[src/hw/rtl/pts_pkg.sv]
// Shared types and constants of the periodic task scheduler.
package pts_pkg;

    localparam int NUM_TASKS_DEF = 8;
    localparam int TIME_BITS_DEF = 32;
    localparam int CNT_W         = 32;
    localparam int MAX_OUT       = 8;

    typedef enum logic [2:0] {
        OP_TICK    = 3'd0,
        OP_ENABLE  = 3'd1,
        OP_DISABLE = 3'd2,
        OP_RESCHED = 3'd3,
        OP_PERIOD  = 3'd4,
        OP_DELAY   = 3'd5
    } op_t;

    typedef struct packed {
        logic [2:0]  op;
        logic [2:0]  task_index;
        logic [31:0] setting_value;
        logic [31:0] now_ms;
    } cmd_t;

    typedef struct packed {
        logic [2:0]  fired_task;
        logic [31:0] tardiness_ms;
        logic [31:0] runs_done;
        logic        last_fired;
    } result_t;

endpackage

[src/hw/rtl/pts_table.sv]
// Task table memory with per-entry valid bits; an unwritten entry reads as the reset value.
module pts_table #(
    parameter int                DEPTH       = 8,
    parameter int                DATA_W      = 8,
    parameter logic [DATA_W-1:0] RESET_VALUE = '0,
    parameter int                ADDR_W      = (DEPTH > 1) ? $clog2(DEPTH) : 1
) (
    input  logic              clk,
    input  logic              rst_n,
    input  logic [ADDR_W-1:0] rd_addr,
    output logic [DATA_W-1:0] rd_data,
    input  logic              wr_en,
    input  logic [ADDR_W-1:0] wr_addr,
    input  logic [DATA_W-1:0] wr_data
);

    logic [DATA_W-1:0] mem_reg [DEPTH];
    logic [DATA_W-1:0] rd_q_reg;
    logic [DEPTH-1:0]  valid_reg;
    logic              valid_q_reg;

    always_ff @(posedge clk or negedge rst_n)
    begin
        if (!rst_n)
        begin
            valid_reg   <= '0;
            valid_q_reg <= 1'b0;
        end
        else
        begin
            if (wr_en)
            begin
                valid_reg[wr_addr] <= 1'b1;
            end
            valid_q_reg <= valid_reg[rd_addr];
        end
    end

    always_ff @(posedge clk)
    begin
        if (wr_en)
        begin
            mem_reg[wr_addr] <= wr_data;
        end
        rd_q_reg <= mem_reg[rd_addr];
    end

    assign rd_data = valid_q_reg ? rd_q_reg : RESET_VALUE;

endmodule

[src/hw/rtl/pts_divider.sv]
// Restoring serial divider, one quotient bit per cycle.
module pts_divider #(
    parameter int DIVIDEND_W = 32,
    parameter int DIVISOR_W  = 32
) (
    input  logic                  clk,
    input  logic                  rst_n,
    input  logic                  start,
    input  logic [DIVIDEND_W-1:0] dividend,
    input  logic [DIVISOR_W-1:0]  divisor,
    output logic                  done,
    output logic [DIVIDEND_W-1:0] quotient,
    output logic                  rem_nonzero
);

    localparam int STEP_W = $clog2(DIVIDEND_W + 1);

    logic                  busy_reg,    busy_next;
    logic                  done_reg,    done_next;
    logic [STEP_W-1:0]     step_reg,    step_next;
    logic [DIVISOR_W-1:0]  rem_reg,     rem_next;
    logic [DIVIDEND_W-1:0] quo_reg,     quo_next;
    logic [DIVISOR_W-1:0]  divisor_reg, divisor_next;
    logic [DIVISOR_W:0]    rem_sh;
    logic                  fits;

    always_comb
    begin
        busy_next    = busy_reg;
        done_next    = 1'b0;
        step_next    = step_reg;
        rem_next     = rem_reg;
        quo_next     = quo_reg;
        divisor_next = divisor_reg;
        rem_sh       = {rem_reg, quo_reg[DIVIDEND_W-1]};
        fits         = rem_sh >= {1'b0, divisor_reg};
        if (start)
        begin
            busy_next    = 1'b1;
            step_next    = STEP_W'(DIVIDEND_W);
            rem_next     = '0;
            quo_next     = dividend;
            divisor_next = divisor;
        end
        else if (busy_reg)
        begin
            // shift one dividend bit in, subtract when the divisor fits
            rem_next  = fits ? DIVISOR_W'(rem_sh - {1'b0, divisor_reg})
                             : rem_sh[DIVISOR_W-1:0];
            quo_next  = {quo_reg[DIVIDEND_W-2:0], fits};
            step_next = step_reg - 1'b1;
            if (step_reg == STEP_W'(1))
            begin
                busy_next = 1'b0;
                done_next = 1'b1;
            end
        end
    end

    always_ff @(posedge clk or negedge rst_n)
    begin
        if (!rst_n)
        begin
            busy_reg <= 1'b0;
            done_reg <= 1'b0;
            step_reg <= '0;
        end
        else
        begin
            busy_reg <= busy_next;
            done_reg <= done_next;
            step_reg <= step_next;
        end
    end

    always_ff @(posedge clk)
    begin
        rem_reg     <= rem_next;
        quo_reg     <= quo_next;
        divisor_reg <= divisor_next;
    end

    assign done        = done_reg;
    assign quotient    = quo_reg;
    assign rem_nonzero = |rem_reg;

endmodule

[src/hw/rtl/periodic_task_scheduler_top.sv]
// Periodic task scheduler: sequencer over the task table and the serial divider.
// busy stays high while an enable, disable, write period or write delay transfer reads and writes
// its row, while reschedule all walks every row, and not at all for an unknown op. A tick holds
// busy over one scan of all rows per firing plus a closing scan, and each firing waits on the
// divider; a tick that reaches MAX_OUT (eight) firings ends in a flush state, not a closing scan.
// Results are 1-cycle strobes that cannot be stalled. Reset clears control, marks rows unwritten.
module periodic_task_scheduler_top #(
    parameter int NUM_TASKS = pts_pkg::NUM_TASKS_DEF,
    parameter int TIME_BITS = pts_pkg::TIME_BITS_DEF
) (
    input  logic             clk,
    input  logic             rst_n,
    input  logic             start,
    output logic             busy,
    input  pts_pkg::cmd_t    cmd,
    output logic             result_valid,
    output pts_pkg::result_t result
);

    import pts_pkg::*;

    localparam int IDX_W = (NUM_TASKS > 1) ? $clog2(NUM_TASKS) : 1;
    localparam int FC_W  = $clog2(MAX_OUT + 1);
    localparam logic [IDX_W-1:0] LAST_IDX = IDX_W'(NUM_TASKS - 1);

    // One table row per task; due_time all ones means never.
    typedef struct packed {
        logic                 active;
        logic [TIME_BITS-1:0] period;
        logic [TIME_BITS-1:0] delay;
        logic [TIME_BITS-1:0] prev_time;
        logic [TIME_BITS-1:0] due_time;
        logic [TIME_BITS-1:0] mean;
        logic [CNT_W-1:0]     count;
    } entry_t;

    localparam entry_t ENTRY_RESET = '{
        active:    1'b0,
        period:    '0,
        delay:     '0,
        prev_time: '0,
        due_time:  '1,
        mean:      '0,
        count:     '0
    };

    typedef enum logic [11:0] {
        ST_IDLE     = 12'b0000_0000_0001,
        ST_ISSUE    = 12'b0000_0000_0010,
        ST_MODIFY   = 12'b0000_0000_0100,
        ST_SCAN_RD  = 12'b0000_0000_1000,
        ST_SCAN_CMP = 12'b0000_0001_0000,
        ST_FETCH_RD = 12'b0000_0010_0000,
        ST_FETCH    = 12'b0000_0100_0000,
        ST_PREP     = 12'b0000_1000_0000,
        ST_DIVIDE   = 12'b0001_0000_0000,
        ST_UPDATE   = 12'b0010_0000_0000,
        ST_FINISH   = 12'b0100_0000_0000,
        ST_FLUSH    = 12'b1000_0000_0000
    } state_t;

    // Saturating time add: a carry out of the time width means never.
    function automatic logic [TIME_BITS-1:0] sat_add(input logic [TIME_BITS-1:0] a,
                                                     input logic [TIME_BITS-1:0] b);
        logic [TIME_BITS:0] s;
        s = {1'b0, a} + {1'b0, b};
        return s[TIME_BITS] ? '1 : s[TIME_BITS-1:0];
    endfunction

    state_t               state_reg,     state_next;
    logic [2:0]           op_reg,        op_next;
    logic [TIME_BITS-1:0] now_reg,       now_next;
    logic [TIME_BITS-1:0] val_reg,       val_next;
    logic [IDX_W-1:0]     addr_reg,      addr_next;
    logic [IDX_W-1:0]     best_idx_reg,  best_idx_next;
    logic [TIME_BITS-1:0] best_next_reg, best_next_next;
    logic                 found_reg,     found_next;
    logic [FC_W-1:0]      fire_cnt_reg,  fire_cnt_next;
    entry_t               ent_reg,       ent_next;
    logic [TIME_BITS-1:0] interval_reg,  interval_next;
    logic                 ge_reg,        ge_next;
    logic                 pend_vld_reg,  pend_vld_next;
    result_t              pend_reg,      pend_next;
    logic                 res_vld_reg,   res_vld_next;
    result_t              res_reg,       res_next;

    // table and divider hookup
    logic [$bits(entry_t)-1:0] tbl_rd_data;
    entry_t                    rd_ent;
    logic                      tbl_wr_en;
    entry_t                    tbl_wr_data;
    logic                      div_start;
    logic [TIME_BITS-1:0]      div_dividend;
    logic                      div_done;
    logic [TIME_BITS-1:0]      div_quotient;
    logic                      div_rem_nz;

    // scratch for the sequencer
    logic                 cand;
    logic [TIME_BITS-1:0] when_t;
    logic [TIME_BITS-1:0] tard;
    logic [FC_W-1:0]      fire_cnt_inc;

    assign rd_ent = entry_t'(tbl_rd_data);

    pts_table #(
        .DEPTH       (NUM_TASKS),
        .DATA_W      ($bits(entry_t)),
        .RESET_VALUE (ENTRY_RESET),
        .ADDR_W      (IDX_W)
    ) u_table (
        .clk     (clk),
        .rst_n   (rst_n),
        .rd_addr (addr_reg),
        .rd_data (tbl_rd_data),
        .wr_en   (tbl_wr_en),
        .wr_addr (addr_reg),
        .wr_data (tbl_wr_data)
    );

    pts_divider #(
        .DIVIDEND_W (TIME_BITS),
        .DIVISOR_W  (CNT_W)
    ) u_divider (
        .clk         (clk),
        .rst_n       (rst_n),
        .start       (div_start),
        .dividend    (div_dividend),
        .divisor     (ent_reg.count),
        .done        (div_done),
        .quotient    (div_quotient),
        .rem_nonzero (div_rem_nz)
    );

    always_comb
    begin
        state_next     = state_reg;
        op_next        = op_reg;
        now_next       = now_reg;
        val_next       = val_reg;
        addr_next      = addr_reg;
        best_idx_next  = best_idx_reg;
        best_next_next = best_next_reg;
        found_next     = found_reg;
        fire_cnt_next  = fire_cnt_reg;
        ent_next       = ent_reg;
        interval_next  = interval_reg;
        ge_next        = ge_reg;
        pend_vld_next  = pend_vld_reg;
        pend_next      = pend_reg;
        res_vld_next   = 1'b0;
        res_next       = res_reg;
        tbl_wr_en      = 1'b0;
        tbl_wr_data    = ent_reg;
        div_start      = 1'b0;
        div_dividend   = '0;
        cand           = 1'b0;
        when_t         = sat_add(now_reg, rd_ent.delay);
        tard           = (ent_reg.mean > ent_reg.period) ? ent_reg.mean - ent_reg.period : '0;
        fire_cnt_inc   = fire_cnt_reg + 1'b1;

        unique case (state_reg)
            ST_IDLE:
            begin
                if (start)
                begin
                    op_next  = cmd.op;
                    now_next = TIME_BITS'(cmd.now_ms);
                    val_next = TIME_BITS'(cmd.setting_value);
                    unique case (cmd.op)
                        OP_TICK:
                        begin
                            addr_next     = '0;
                            found_next    = 1'b0;
                            fire_cnt_next = '0;
                            pend_vld_next = 1'b0;
                            state_next    = ST_SCAN_RD;
                        end
                        OP_RESCHED:
                        begin
                            addr_next  = '0;
                            state_next = ST_ISSUE;
                        end
                        OP_ENABLE, OP_DISABLE, OP_PERIOD, OP_DELAY:
                        begin
                            // drop indexes beyond the table
                            if ({29'd0, cmd.task_index} < 32'(NUM_TASKS))
                            begin
                                addr_next  = IDX_W'(cmd.task_index);
                                state_next = ST_ISSUE;
                            end
                        end
                        default:
                        begin
                        end
                    endcase
                end
            end

            ST_ISSUE:
            begin
                state_next = ST_MODIFY;
            end

            ST_MODIFY:
            begin
                // read-modify-write of the addressed row
                tbl_wr_data = rd_ent;
                unique case (op_reg)
                    OP_ENABLE:
                    begin
                        tbl_wr_data.active    = 1'b1;
                        tbl_wr_data.prev_time = when_t;
                        tbl_wr_data.due_time  = when_t;
                    end
                    OP_DISABLE:
                    begin
                        tbl_wr_data.active = 1'b0;
                    end
                    OP_RESCHED:
                    begin
                        tbl_wr_data.prev_time = when_t;
                        tbl_wr_data.due_time  = when_t;
                    end
                    OP_PERIOD:
                    begin
                        tbl_wr_data.period = val_reg;
                    end
                    OP_DELAY:
                    begin
                        tbl_wr_data.delay = val_reg;
                    end
                    default:
                    begin
                    end
                endcase
                tbl_wr_en = 1'b1;
                if (op_reg == OP_RESCHED && addr_reg != LAST_IDX)
                begin
                    addr_next  = addr_reg + 1'b1;
                    state_next = ST_ISSUE;
                end
                else
                begin
                    state_next = ST_IDLE;
                end
            end

            ST_SCAN_RD:
            begin
                state_next = ST_SCAN_CMP;
            end

            ST_SCAN_CMP:
            begin
                // strict earlier-than keeps the lower index on ties
                cand = rd_ent.active && (now_reg > rd_ent.due_time) &&
                       (!found_reg || (rd_ent.due_time < best_next_reg));
                if (cand)
                begin
                    found_next     = 1'b1;
                    best_idx_next  = addr_reg;
                    best_next_next = rd_ent.due_time;
                end
                if (addr_reg != LAST_IDX)
                begin
                    addr_next  = addr_reg + 1'b1;
                    state_next = ST_SCAN_RD;
                end
                else if (found_reg || cand)
                begin
                    // another firing follows, so the held result is not the last
                    addr_next = cand ? addr_reg : best_idx_reg;
                    if (pend_vld_reg)
                    begin
                        res_vld_next          = 1'b1;
                        res_next              = pend_reg;
                        res_next.last_fired   = 1'b0;
                        pend_vld_next         = 1'b0;
                    end
                    state_next = ST_FETCH_RD;
                end
                else
                begin
                    if (pend_vld_reg)
                    begin
                        res_vld_next        = 1'b1;
                        res_next            = pend_reg;
                        res_next.last_fired = 1'b1;
                        pend_vld_next       = 1'b0;
                    end
                    state_next = ST_IDLE;
                end
            end

            ST_FETCH_RD:
            begin
                state_next = ST_FETCH;
            end

            ST_FETCH:
            begin
                ent_next = rd_ent;
                if (rd_ent.count != '1)
                begin
                    ent_next.count = rd_ent.count + 1'b1;
                end
                interval_next = (now_reg >= rd_ent.prev_time) ? now_reg - rd_ent.prev_time
                                                               : '0;
                state_next    = ST_PREP;
            end

            ST_PREP:
            begin
                ge_next      = interval_reg >= ent_reg.mean;
                div_dividend = (interval_reg >= ent_reg.mean) ? interval_reg - ent_reg.mean
                                                              : ent_reg.mean - interval_reg;
                div_start    = 1'b1;
                state_next   = ST_DIVIDE;
            end

            ST_DIVIDE:
            begin
                if (div_done)
                begin
                    state_next = ST_UPDATE;
                end
            end

            ST_UPDATE:
            begin
                // mean moves up by the floor, down by the ceiling of the step
                ent_next.mean = ge_reg ? ent_reg.mean + div_quotient
                                       : ent_reg.mean - (div_quotient +
                                                         TIME_BITS'(div_rem_nz));
                ent_next.prev_time = now_reg;
                ent_next.due_time  = (ent_reg.period != '0) ? sat_add(now_reg, ent_reg.period)
                                                            : '1;
                state_next = ST_FINISH;
            end

            ST_FINISH:
            begin
                addr_next               = best_idx_reg;
                tbl_wr_en               = 1'b1;
                pend_vld_next           = 1'b1;
                pend_next.fired_task    = 3'(best_idx_reg);
                pend_next.tardiness_ms  = 32'(tard);
                pend_next.runs_done     = ent_reg.count;
                pend_next.last_fired    = 1'b0;
                fire_cnt_next           = fire_cnt_inc;
                if (fire_cnt_inc == FC_W'(MAX_OUT))
                begin
                    state_next = ST_FLUSH;
                end
                else
                begin
                    found_next = 1'b0;
                    state_next = ST_SCAN_RD;
                end
            end

            ST_FLUSH:
            begin
                res_vld_next        = 1'b1;
                res_next            = pend_reg;
                res_next.last_fired = 1'b1;
                pend_vld_next       = 1'b0;
                state_next          = ST_IDLE;
            end

            default:
            begin
                state_next = ST_IDLE;
            end
        endcase

        // restart the scan from the first row once the firing row is written back
        if (state_reg == ST_FINISH)
        begin
            addr_next = '0;
        end
    end

    // write address is addr_reg; hold it on the best row while it is written back
    always_ff @(posedge clk or negedge rst_n)
    begin
        if (!rst_n)
        begin
            state_reg    <= ST_IDLE;
            found_reg    <= 1'b0;
            fire_cnt_reg <= '0;
            pend_vld_reg <= 1'b0;
            res_vld_reg  <= 1'b0;
            addr_reg     <= '0;
        end
        else
        begin
            state_reg    <= state_next;
            found_reg    <= found_next;
            fire_cnt_reg <= fire_cnt_next;
            pend_vld_reg <= pend_vld_next;
            res_vld_reg  <= res_vld_next;
            addr_reg     <= addr_next;
        end
    end

    always_ff @(posedge clk)
    begin
        op_reg        <= op_next;
        now_reg       <= now_next;
        val_reg       <= val_next;
        best_idx_reg  <= best_idx_next;
        best_next_reg <= best_next_next;
        ent_reg       <= ent_next;
        interval_reg  <= interval_next;
        ge_reg        <= ge_next;
        pend_reg      <= pend_next;
        res_reg       <= res_next;
    end

    assign busy         = (state_reg != ST_IDLE);
    assign result_valid = res_vld_reg;
    assign result       = res_reg;

endmodule
[config.mk]
export PLATFORM = sky130hd
export DESIGN_NAME = periodic_task_scheduler_top
export DESIGN_NICKNAME = d
export VERILOG_FILES = /design/src/hw/rtl/pts_pkg.sv /design/src/hw/rtl/pts_table.sv /design/src/hw/rtl/pts_divider.sv /design/src/hw/rtl/periodic_task_scheduler_top.sv
export SDC_FILE = /design/constraint.sdc
export NUM_CORES = 2
export LEC_CHECK = 0
export BUFFER_PORTS_ARGS = -buffer_cell sky130_fd_sc_hd__buf_4
export CELL_PAD_IN_SITES_DETAIL_PLACEMENT = 0
export CELL_PAD_IN_SITES_GLOBAL_PLACEMENT = 1
export CORE_AREA = 2 2 654 331
export CTS_CLUSTER_SIZE = 28
export DETAILED_ROUTE_END_ITERATION = 12
export DIE_AREA = 0 0 656 333
export PLACE_DENSITY = 0.74
export SKIP_CTS_REPAIR_TIMING = 1
export SYNTH_ARGS = -nofsm -noshare
export SYNTH_HDL_FRONTEND = slang
export SYNTH_HIERARCHICAL = 1
export SYNTH_SLANG_ARGS = --single-unit
[constraint.sdc]
create_clock -name clk -period 41.2 [get_ports clk]
set_input_delay 0 -clock clk [delete_from_list [all_inputs] [get_ports clk]]
set_output_delay 0 -clock clk [all_outputs]
set_load 0.02 [all_outputs]
==> run_results.csv <==
group,metric,value,unit
global_route,grt_max_degree,133,
synth,yosys_warnings,6,
sta,slew_headroom,0.0608,
job,drv_cap,0,
floorplan,start_util,0.498,
floorplan,chipHeight,333,um
synth,syn-num-nets,7683,
sta,worstMarginPinSlew,1400,ps
synth,synth_ff_type,"edfxtp_1",
floorplan,dieWidth,656,um
clock_network,cts_sinks,2335,
sta,finalHoldViolations,0,
clock_network,clk_pin_slew,70,ps
global_route,track_usage,0.285,
setup_path,startpoint_type,"flip-flop",
routing,vias,65600,
routing,first_pass_iters,6,
global_route,grt_pass1_vias,60800,
sta,drv_slew,0,
clock_network,cts_tree,"built",
routing,drc,0,
synth,synth_area_per_cell,14.7,um^2
floorplan,io_pins,143,
clock_network,cts_root_buf,"clkbuf_16",
clock_network,max-clock-path-buffers,4,
placed_design,post-place-ws,34620,ps
pwr,p_sw,0.00186,W
synth,postSynth.asyncResetShare,0.0167,
routing,wl_per_cell,30.1,um
pwr,p_int,0.00452,W
pwr,power.share.clock,0.312,
global_route,antenna_found_initial,19,
global_route,grt_overflow_total,0,
setup_path,crit_required,41710,ps
synth,yosysUniqueCellTypes,113,
pwr,power_leakage,41.9,nW
clock_network,htreeDepth,4,
synth,synth-seq-area-share,0.639,
placed_design,numPortBuffers,142,
clock_network,cts-buffers-inserted,207,
pwr,seq_power_share,0.449,
final_layout,final_area,118000,um^2
sta,period_minus_slack,6820,ps
setup_path,critPathCaptureType,"flip-flop",
global_route,grt_pass1_wl,448000,um
final_layout,area_delta_synth_final,11.9,%
synth,syn_area,106000,um^2
placed_design,hpwl,215000,um
routing,vias_per_cell,6.21,
pwr,ir_worst_vdd,0.0608,mV
routing,first_iter_violations,9060,
final_layout,nets,8004,
routing,postRouteAntennaNets,0,
floorplan,row_count,120,
clock_network,insertion_delay,890,ps
floorplan,core_region_area,213000,um^2
placed_design,place_area,110000,um^2
setup_path,cp_max_fo,44,
pwr,swShare,0.291,
sta,setup_viol,0,
sta,fin_crit_sh,0.165,
final_layout,drive_above_1_share,0.172,
pwr,comb_power_share,0.239,
synth,synth_edf_count,2071,
setup_path,crit_type,"reg2reg",
sta,max_freq,147,MHz
sta,rsz0062_at_grt,"no",
sta,fin_setup_tns,0,ps
routing,wirelength,318000,um
worst_hold_path,hp-class,"in2reg",
final_layout,largest_reg_flops,1544,
setup_path,crit_arrival,7330,ps
final_layout,utilization,0.557,
sta,finClkSkew,88.5,ps
placed_design,gp_congestion,0.981,
pwr,finalPower,0.00638,W
floorplan,dieArea,218000,um^2
synth,syn_inst,7216,
synth,ys_ff_latch,2335,
sta,finalWorstSetupSlack,34380,ps
pwr,power.density,53.8,nW/um^2
status,status,"completed",
-- power by group through the flow --
stage	logic, W	clock network (W)	registers [W]
final	0.00153	0.00199	0.00286
after global placement	0.00148	0	0.00291
after global routing	0.00164	0.00211	0.00287
after CTS	0.00150	0.00202	0.00286
after floorplan	0.00114	0	0.00281
after detailed placement	0.00149	0	0.00291
-- cells in the mapped netlist (12+ instances only) --
master	count	area, um^2
edfxtp_1	2071	62200
nand2_1	542	2030
mux4_2	388	8740
ha_1	384	4800
inv_1	374	1400
o21ai_0	367	1840
nor2_1	334	1250
a21oi_1	318	1590
mux2_2	233	2620
dfxtp_1	225	4500
and2_1	179	1120
clkbuf_1	166	623
a21o_1	134	1010
xnor2_1	132	1160
xor2_1	93	815
nor3_1	91	455
nand2b_1	88	551
mux2i_1	86	861
nand3_1	74	370
buf_2	66	330
nand4_1	64	400
o21bai_1	48	360
a31oi_1	46	288
nor2b_1	43	269
o21a_1	42	315
buf_6	40	450
dfrtp_1	38	951
a211oi_1	35	263
a22oi_1	31	233
and3_1	31	194
nor4_1	31	194
o21ai_1	30	150
a22o_1	20	175
o211ai_1	20	150
o31ai_1	19	143
nor3b_1	18	135
buf_1	16	60.1
a221oi_1	15	131
or3_1	15	93.8
a311oi_2	14	210
a311oi_1	12	105
and4_1	12	105
or2_2	12	75.1
-- path summary, 6_finish.rpt --
path	start	to	slack [ps]	depth (start not counted)
min in group asynchronous	rst_n	addr_reg[2]	260	4
min	cmd[65]	addr_reg[1]	120	4
max in group asynchronous	rst_n	addr_reg[0]	40670	4
min reg2reg	pend_reg[33]	result[33]	390	0
max reg2reg	u_table/valid_q_reg	u_table/mem_reg[7][125]	34380	16
max	u_table/valid_q_reg	u_table/mem_reg[7][125]	34380	16
-- layer usage --
layer,global-route usage,wire length (um)
met1,0.469,148000
met2,0.352,120000
met3,0.107,46100
met4,0.0499,4510
met5,0,35
-- per-stage QoR --
stage          std cells  hold WS (ps)
3_3_place_gp       10000          14.1
3_5_place_dp       10100          15.1
5_1_grt            10600           131
6_report           10600           119
4_1_cts            10400          -919
2_1_floorplan       7216          -296
-- cell usage in the layout, fill, tap and decap left out, types with 19 or more instances in the layout --
cell / n
a211oi_1: 35
a21o_1: 134
a21oi_1: 318
a22o_1: 20
a22oi_1: 31
a31oi_1: 45
and2_1: 177
and3_1: 31
buf_4: 259
bufinv_16: 21
clkbuf_1: 33
clkbuf_16: 211
clkinv_1: 21
clkinv_2: 39
dfrtp_1: 33
dfxtp_1: 225
dlygate4sd3_1: 140
edfxtp_1: 2071
ha_1: 384
inv_1: 371
mux2_2: 233
mux2i_1: 86
mux4_2: 388
nand2_1: 541
nand2b_1: 87
nand3_1: 74
nand4_1: 64
nor2_1: 331
nor2b_1: 42
nor3_1: 87
nor4_1: 30
o211ai_1: 20
o21a_1: 42
o21ai_0: 359
o21ai_1: 37
o21bai_1: 48
o31ai_1: 19
xnor2_1: 132
xor2_1: 93
-- final cells by class --
cell class | count | area, um^2
Antenna cell | 2 | 5.00
Clock buffer | 260 | 5620
Clock inverter | 117 | 1210
Fill cell | 16900 | 94200
Inverter | 376 | 1420
Multi-Input combinational cell | 4211 | 35400
Sequential cell | 2335 | 67700
Tap cell | 2867 | 3590
Timing Repair Buffer | 406 | 3480
-- worst max-delay path: stages, from the launching register on --
cell and delay (ps):
dfrtp_4 620, buf_4 450, buf_4 610, and2_1 270, ha_1 180, inv_1 50
fa_1 380, nand2b_1 190, a21oi_1 570, o31ai_2 180, a21oi_1 250, o31ai_2 130
a31oi_2 400, a221oi_2 160, nor2_4 810, a31oi_1 190, o31ai_1 830
-- cells by family after synthesis --
logic type	share of synthesized area
xor+xnor	0.0186
flops	0.639
mux	0.116
simple gates	0.0731
fa+ha+maj	0.0473
buf+inv	0.0276
compound gates	0.0785
Power figures use the tool's default switching activity.
